<file path="src/hw/rtl/nas_hist_cell.sv">
// One slot of the undo stack, a shift chain with the newest set at slot 0.
// Uses nothing from nas_pkg; instantiated by the top level.
module nas_hist_cell #(
    parameter int LIVE = 64
) (
    input  logic            i_clk,
    input  logic            i_push,
    input  logic            i_pop,
    input  logic [LIVE-1:0] i_from_newer,
    input  logic [LIVE-1:0] i_from_older,
    output logic [LIVE-1:0] o_data
);
    logic [LIVE-1:0] r_data;

    assign o_data = r_data;

    always_ff @(posedge i_clk) begin
        if (i_push) begin
            r_data <= i_from_newer;
        end else if (i_pop) begin
            r_data <= i_from_older;
        end
    end

endmodule

</file>
<file path="config.mk">
export PLATFORM = sky130hd
export DESIGN_NAME = nas_hist_cell
export DESIGN_NICKNAME = d
export VERILOG_FILES = /design/src/hw/rtl/nas_hist_cell.sv
export SDC_FILE = /design/constraint.sdc
export NUM_CORES = 1
export LEC_CHECK = 0
export BUFFER_PORTS_ARGS = -buffer_cell sky130_fd_sc_hd__buf_2
export CELL_PAD_IN_SITES_DETAIL_PLACEMENT = 2
export CELL_PAD_IN_SITES_GLOBAL_PLACEMENT = 2
export CORE_MARGIN = 2
export CORE_UTILIZATION = 26
export DETAILED_ROUTE_END_ITERATION = 16
export PLACE_DENSITY = 0.89
export RECOVER_POWER = 25
export SLEW_MARGIN = 25
export SYNTH_ARGS = -nofsm -noshare
export SYNTH_HDL_FRONTEND = slang
export SYNTH_SLANG_ARGS = --single-unit
</file>
<file path="constraint.sdc">
create_clock -name i_clk -period 3.02 [get_ports i_clk]
set_input_delay 0.302 -clock i_clk [delete_from_list [all_inputs] [get_ports i_clk]]
set_output_delay 0.302 -clock i_clk [all_outputs]
set_load 0.05 [all_outputs]
</file>
==> metrics.md <==
| Metric | Value |
|---|---|
| First-pass GRT wire length | `11.4 mm` |
| Setup Fix Bufs, Post-CTS | `0` |
| Seq/Total Area, Yosys | `66.1%` |
| Yosys top cell area share | `66.1%` |
| Share of cells above drive strength 1 | `73.1%` |
| Dpl ws | `1.42 ns` |
| GR Layer Usage met3 | `6.52%` |
| Core box area | `10900 µm²` |
| HPWL Detailed | `6.47 mm` |
| Routability cong. | `0.667` |
| Synth area leaders | `edfxtp_1 66%, mux2_4 25%, mux2_2 5.8%` |
| CTS sink count | `64` |
| Iteration-0 DRC Markers | `27` |
| CP arrival | `1.86 ns` |
| Synthesized area | `2910 µm²` |
| Die area | `12000 µm²` |
| CTS max path bufs | `2` |
| Post-synthesis cell type count | `6` |
| Post-Syn Instances | `136` |
| Initial Util | `26.7%` |
| Cell type with the largest total area after synthesis | `edfxtp_1` |
| Top_reg_cell synth | `edfxtp_1` |
| Ports | `195` |
| Final nets | `468` |
| Number of buffers added on ports | `194` |
| Critical path's largest stage delay | `0.96 ns` |
| Final period util | `61.8%` |
| Synth cell count leaders | `64 x edfxtp_1, 49 x mux2_4, 15 x mux2_2, 6 x buf_6` |
| Layout area overhead | `41.3%` |
| Slack of the critical path | `1.15 ns` |
| Fmax | `536 MHz` |
| Yosys reg bits | `64` |
| Largest delay contributor family on the critical path | `simple AND/OR/NAND/NOR gates` |
| CTS Buf Count | `9` |
| Vias in the first global route | `2268` |
| GRT met1 Usage | `12.4%` |
| Setup tns final | `0 ns` |
| Site row count | `38` |
| Critical path's slowest cell | `or2_0` |
| CP Launch Type | `input pin` |
| Worst Tran Pin Value | `1.28 ns` |
| Initial antenna violation count | `0` |
| Total Power | `2.46 mW` |
| Global route overflow | `0` |
| Most common cell in the netlist | `edfxtp_1` |
| Met2 global-route usage | `24.5%` |
| CP bufs+invs | `2` |
| Via count | `2032` |
| Avg WL per Cell | `16.7 µm` |
| DRC | `0` |
| CTS root buffer | `clkbuf_8` |
| Clk pin slew, worst setup/hold paths | `0.07 ns` |
| Share of flip-flops with an asynchronous set or reset | `0%` |
| Max Cap Violations | `0` |
| CTS H-tree depth | `3` |
| Maximum fanout along the worst path | `24` |
| Die Ht | `110 µm` |
| Worst min path class | `input pin to flip-flop` |
| Hold-fix buffers, CTS | `0` |
| Post-Syn Area per Cell | `21.4 µm²` |
| Crit path cell chain | `buf_4 -> or2_0 -> buf_4` |
| P per Cell Area | `600 nW/µm²` |
| Routed WL | `8.04 mm` |
| Mapped Nets | `267` |
| Largest net degree at the start of global routing | `65` |
| Cts repair resizes | `0` |
| Slew HR | `14.7%` |
| Type of destination of the critical path | `flip-flop` |
| Total GRT Usage | `13.2%` |
| CTS tree | `built` |
| CP Class | `input pin to flip-flop` |
| Vias per std cell | `4.22` |
| Design area | `4110 µm²` |
| Min Tclk post-route | `1.87 ns` |
| Largest register FFs | `64` |
| TritonRoute pass-1 iters | `2` |
| Outcome | `complete, no violations` |
| Total number of yosys warnings | `0` |
| Post-synth EDFFs | `64` |
| Post-route ant nets | `0` |
| Busiest layer in global routing | `met2` |
| Final hold slack | `0.253 ns` |
| Cell with the most instances on the worst path | `buf_4` |
| Slew Viols, Final | `0` |
| Setup Viol. Count Final | `0` |
| Unrepaired setup endpoints after global routing | `false` |
| Pleak | `1.89 nW` |
| Worst vdd ir | `0.000202 V` |
| Chip width | `110 µm` |
| Placed instance area | `4020 µm²` |
| Worst EP required | `3.02 ns` |
| Final hold vios | `0` |
| Antenna cell count | `0` |
[placed cells by master, fill, tap and decap left out, drive strengths merged]
master    n
buf     197
bufinv    1
clkbuf   12
clkinv    3
edfxtp   64
mux2     64
or2       1
[per-stage QoR]
step,std cells,utilization [%]
final,482,37.7
after global placement,466,36.9
after global routing,482,37.7
after floorplan,136,-
after CTS,482,38.5
after detailed placement,466,36.9
[power breakdown]
| group | switching [mW] | total [mW] | internal, mW |
|---|---|---|---|
| Clock | 0.308 | 0.686 | 0.378 |
| Sequential | 0.0251 | 1.12 | 1.09 |
| Combinational | 0.467 | 0.663 | 0.195 |
| Total | 0.800 | 2.46 | 1.66 |
[final cells by class]
type	count	area, µm²
multi-input cells	65	821
fillers	1167	6780
well taps	140	175
clock buffers	12	135
clock inverters	4	45.0
repair buffers	197	1010
flip-flops and latches	64	1920
[logic make-up (layout without fill, tap and decap cells)]
| logic type | Yosys count | after routing | synth area share (%) |
|---|---|---|---|
| muxes | 64 | 64 | 31.1 |
| buffers and inverters | 7 | 213 | 2.50 |
| and+or+nand+nor | 1 | 1 | 0.215 |
| DFF | 64 | 64 | 66.1 |
[routing by layer]
layer / wire length, µm / up-vias
li1: - / 934
met1: 2680 / 949
met2: 4200 / 139
met3: 1030 / 10
met4: 123 / 0
met5: 0 / -
[path summary, 6_finish.rpt]
| check | depth (start not counted) | endpoint | start | slack, ns |
|---|---|---|---|---|
| setup / recovery | 3 | o_data[10] | i_push | 1.15 |
| hold / removal | 2 | o_data[58] | i_from_older[58] | 0.25 |
(Power assumes the default switching activity.)
