[src/hw/rtl/nas_pkg.sv]
// Shared types and codes for the NFA active-set stepper.
// No dependencies; imported by the state cell, the top level and the testbench.
package nas_pkg;

    localparam int CmdW   = 3;
    localparam int SymW   = 8;
    localparam int IdxW   = 6;
    localparam int MapW   = 64;
    localparam int DepthW = 5;

    typedef enum logic [CmdW-1:0] {
        CMD_STEP    = 3'd0,
        CMD_UNDO    = 3'd1,
        CMD_RESTART = 3'd2,
        CMD_WR_CHAR = 3'd3,
        CMD_WR_SUCC = 3'd4
    } t_cmd;

    // Broadcast from the top level to every state cell once per accepted request.
    typedef struct packed {
        logic              wr_char;
        logic              wr_succ;
        logic [IdxW-1:0]   row;
        logic [SymW-1:0]   symbol;
        logic              zero;
    } t_tbl_req;

endpackage

[src/hw/rtl/nas_state_cell.sv]
// One automaton state: entry character, successor column and empty-row flag.
// Depends on nas_pkg.
module nas_state_cell #(
    parameter int LIVE     = 64,
    parameter int CELL_IDX = 0
) (
    input  logic                 i_clk,
    input  logic                 i_rst_n,
    input  nas_pkg::t_tbl_req    i_req,
    input  logic                 i_wr_bit,
    input  logic [LIVE-1:0]      i_active,
    output logic                 o_next_bit,
    output logic                 o_zero_next
);
    import nas_pkg::*;

    localparam int RowW = (LIVE > 1) ? $clog2(LIVE) : 1;

    logic [SymW-1:0] r_char;
    logic [LIVE-1:0] r_col;
    logic            r_zero;
    logic            own_row;

    // The column holds bit CELL_IDX of every row, so reach is a single AND-OR.
    assign own_row     = (i_req.row == IdxW'(CELL_IDX));
    assign o_next_bit  = (r_char == i_req.symbol) && (|(i_active & r_col));
    assign o_zero_next = (i_req.wr_succ && own_row) ? i_req.zero : r_zero;

    always_ff @(posedge i_clk) begin
        if (!i_rst_n) begin
            r_char <= '0;
            r_col  <= '0;
            r_zero <= 1'b1;
        end else begin
            if (i_req.wr_char && own_row) begin
                r_char <= i_req.symbol;
            end
            if (i_req.wr_succ) begin
                r_col[i_req.row[RowW-1:0]] <= i_wr_bit;
                if (own_row) begin
                    r_zero <= i_req.zero;
                end
            end
        end
    end

endmodule

[config.mk]
export PLATFORM = sky130hd
export DESIGN_NAME = nas_state_cell
export DESIGN_NICKNAME = d
export VERILOG_FILES = /design/src/hw/rtl/nas_pkg.sv /design/src/hw/rtl/nas_state_cell.sv
export SDC_FILE = /design/constraint.sdc
export NUM_CORES = 1
export LEC_CHECK = 0
export ABC_AREA = 1
export BUFFER_PORTS_ARGS = -buffer_cell sky130_fd_sc_hd__buf_2
export CORE_ASPECT_RATIO = 0.5
export CORE_UTILIZATION = 53
export CTS_CLUSTER_SIZE = 40
export DETAILED_ROUTE_END_ITERATION = 10
export PLACE_DENSITY_LB_ADDON = 0.05
export SETUP_SLACK_MARGIN = 0.02
export SLEW_MARGIN = 25
export SYNTH_ARGS = -nofsm -noshare
export SYNTH_HDL_FRONTEND = slang
export SYNTH_SLANG_ARGS = --single-unit
[constraint.sdc]
create_clock -name i_clk -period 1.3 [get_ports i_clk]
set_input_delay 0.13 -clock i_clk [delete_from_list [all_inputs] [get_ports i_clk]]
set_output_delay 0.13 -clock i_clk [all_outputs]
set_load 0.05 [all_outputs]
==> impl_metrics.json <==
{
  "status": "finished with violations",
  "violations": "negative setup slack",
  "root_buffer": "clkbuf_16",
  "grt_first_pass_wirelength_microns": 16370,
  "crit_path_start_kind": "flop",
  "clockBufferDepth": 2,
  "setup_ws_ps": -393.4,
  "hold_buffers": 0,
  "fmax_ghz": 0.5905,
  "period_needed_ps": 1693,
  "yosys_register_bits": 73,
  "p_sw_frac": 0.2361,
  "switchingPower_mw": 1.293,
  "critical_path_class": "reg -> out",
  "gr-total-overflow": 0,
  "r2r-start": "r_col[34]",
  "drc": 0,
  "antenna_found_initial": 0,
  "die_x_microns": 116.7,
  "vias": 3911,
  "clk_latency_ps": 330,
  "die_y_microns": 59.34,
  "grt_max_degree": 65,
  "wl_per_cell_microns": 14.67,
  "p_clk_frac": 0.496,
  "r2r_cells": 3,
  "grt_use_total": 0.3216,
  "relSlewSlack": 0.7845,
  "maxCapViolations": 0,
  "dieArea_sq_um": 6923,
  "path_max_fanout": 2,
  "synth_top_family_by_area": "simple AND/OR/NAND/NOR gates",
  "core-area_sq_um": 6206,
  "synth_compound_area_frac": 0.1810,
  "vias_per_cell": 5.493,
  "antenna_cells": 0,
  "hpwl_microns": 7493,
  "clkSinkCount": 73,
  "wirelength_microns": 10450,
  "ys_seq_area_frac": 0.4194,
  "synthDistinctLibCells": 19,
  "first_pass_iters": 6,
  "yosys.area_share.xor_xnor": 0.02011,
  "rsz0062_at_grt": "true",
  "crit_path_end_kind": "output port",
  "layout.nets": 703,
  "ys_warn_count": 0,
  "synth-simple-area-share": 0.3289,
  "std_cell_rows": 20,
  "drt_iter0_drc": 338,
  "cp.arrival_ps": 1560,
  "h-tree-depth": 3,
  "hold_violations": 0,
  "whs_ps": 73.50,
  "ant_nets": 0,
  "whs_path_depth": 2,
  "syn_area_sq_um": 3485,
  "tightest_slew_ps": 322.8,
  "syn-num-nets": 586,
  "skew_ps": 0,
  "io_buffer_count": 85,
  "globalplace.congestion": 0.8739,
  "p_seq_frac": 0.411,
  "drive_gt1_frac": 0.2885,
  "p_per_area_nw_per_um2": 1175,
  "grt_pass1_vias": 3339,
  "p_leak_nw": 2.012,
  "min_period_over_period": 1.303,
  "synthAdderAreaFrac": 0,
  "slew_viol_final": 0,
  "fin_tns_setup_ps": -393.4,
  "synth_area_per_cell_sq_um": 6.941,
  "critical_path_required_ps": 1170,
  "syn_inst": 502,
  "synth.mux.area_fraction": 0,
  "combPwrFrac": 0.093,
  "start_util": 0.5615,
  "path_clk_slew_ps": 60,
  "min_path_type": "in -> reg",
  "cts_setup_buffers": 0,
  "area_growth_syn_to_layout_pct": 33.75,
  "holdCritStartpoint": "i_rst_n",
  "internal-power_mw": 4.185,
  "numCtsBuffers": 9,
  "cts_tree": "yes",
  "io_pins": 86,
  "setup_viol": 1,
  "critPathLaunch": "r_col[41]",
  "ir_drop_mv": 1.061
}
## per-stage QoR
stage                     total power, mW  setup WS, ps  utilization  cells  cell area, sq um
after floorplan                     2.509         37.02            -    502              3487
after global placement              2.781        -171.6       0.6861    696              4258
after detailed placement            2.782        -147.7       0.6861    696              4258
after CTS                           5.468        -345.1       0.7433    712              4613
after global routing                5.646        -439.6       0.7510    712              4661
final                               5.478        -393.4       0.7510    712              4661
## kinds of logic after synthesis
family / count (synthesis)
AND/OR/NAND/NOR: 251
AO/OA/AOI/OAI: 126
flip-flops: 73
buffers and inverters: 44
XOR/XNOR: 8
## cell usage after synthesis (all sizes together)
cell type / n / area [sq um]
nor3: 25 / 181.4
nor2: 47 / 206.5
xnor2: 4 / 35.03
xor2: 4 / 35.03
nand3: 62 / 310.3
nand4: 1 / 12.51
nand2: 116 / 435.4
inv: 27 / 101.4
clkbuf: 13 / 48.80
a21oi: 64 / 320.3
dfxtp: 73 / 1461
buf: 4 / 26.27
o21ai: 62 / 310.3
## state kept, by name (all words and copies together) (netlist names)
| signal | cells |
|---|---|
| r_char | 8 |
| r_col | 64 |
| r_zero | 1 |
## placed cells by master, fill, tap and decap left out, types with 5 or more instances in the layout
cell	netlist	routed
nor3_1	20	20
inv_1	13	13
nor3_4	5	5
nand2_1	116	112
nor2_2	3	6
o21ai_0	61	61
nor2_4	3	9
buf_2	3	83
nand3_1	62	62
buf_4	0	37
clkbuf_16	0	9
inv_2	14	13
nor2_1	41	32
dfxtp_1	73	71
a21oi_1	64	64
## worst paths after layout
path                            slack [ps]          to
worst min register to register         460      r_zero
worst max-delay path                  -390  o_next_bit
worst max register to register         580   r_col[34]
worst min-delay path                    70      r_zero
## power by group through the flow
stage | logic, mW | registers [mW] | clock network [mW]
floorplan | 0.208 | 2.30 | 0
global placement | 0.479 | 2.30 | 0
detailed placement | 0.479 | 2.30 | 0
CTS | 0.488 | 2.25 | 2.73
global route | 0.545 | 2.25 | 2.85
finish | 0.508 | 2.25 | 2.72
## critical path, stage by stage, from the launching register on
cell and delay [ps]:
dfxtp_2 320, nand2_2 70, nand2_2 70, nor2_4 110, nand2_1 60, nor2_1 150
nand2_1 110, nor2_4 140, nor2_2 50, buf_6 150
## routing by layer
metal / part of all wire / track usage / wire (microns) / up-vias
li1: - / - / - / 1935
met1: 0.45 / 0.4489 / 4674 / 1785
met2: 0.44 / 0.4962 / 4645 / 185
met3: 0.10 / 0.09202 / 1066 / 6
met4: 0.0057 / 0.07233 / 60 / 0
met5: 0 / 0 / 0 / -
## area by class of cell
type / count / area (sq um)
Tap cell: 88 / 110.1
Multi-Input combinational cell: 385 / 1909
Fill cell: 544 / 1545
Timing Repair Buffer: 123 / 744.5
Clock inverter: 6 / 90.09
Inverter: 27 / 103.9
Clock buffer: 10 / 239.0
Sequential cell: 73 / 1464
## timing repair
action,4_1_cts,5_1_grt
endpoints found under the setup margin,2,2
pin swaps,6,11
hold endpoints to repair,0,0
gates resized for setup,9,15
Power figures use the tool's default switching activity.
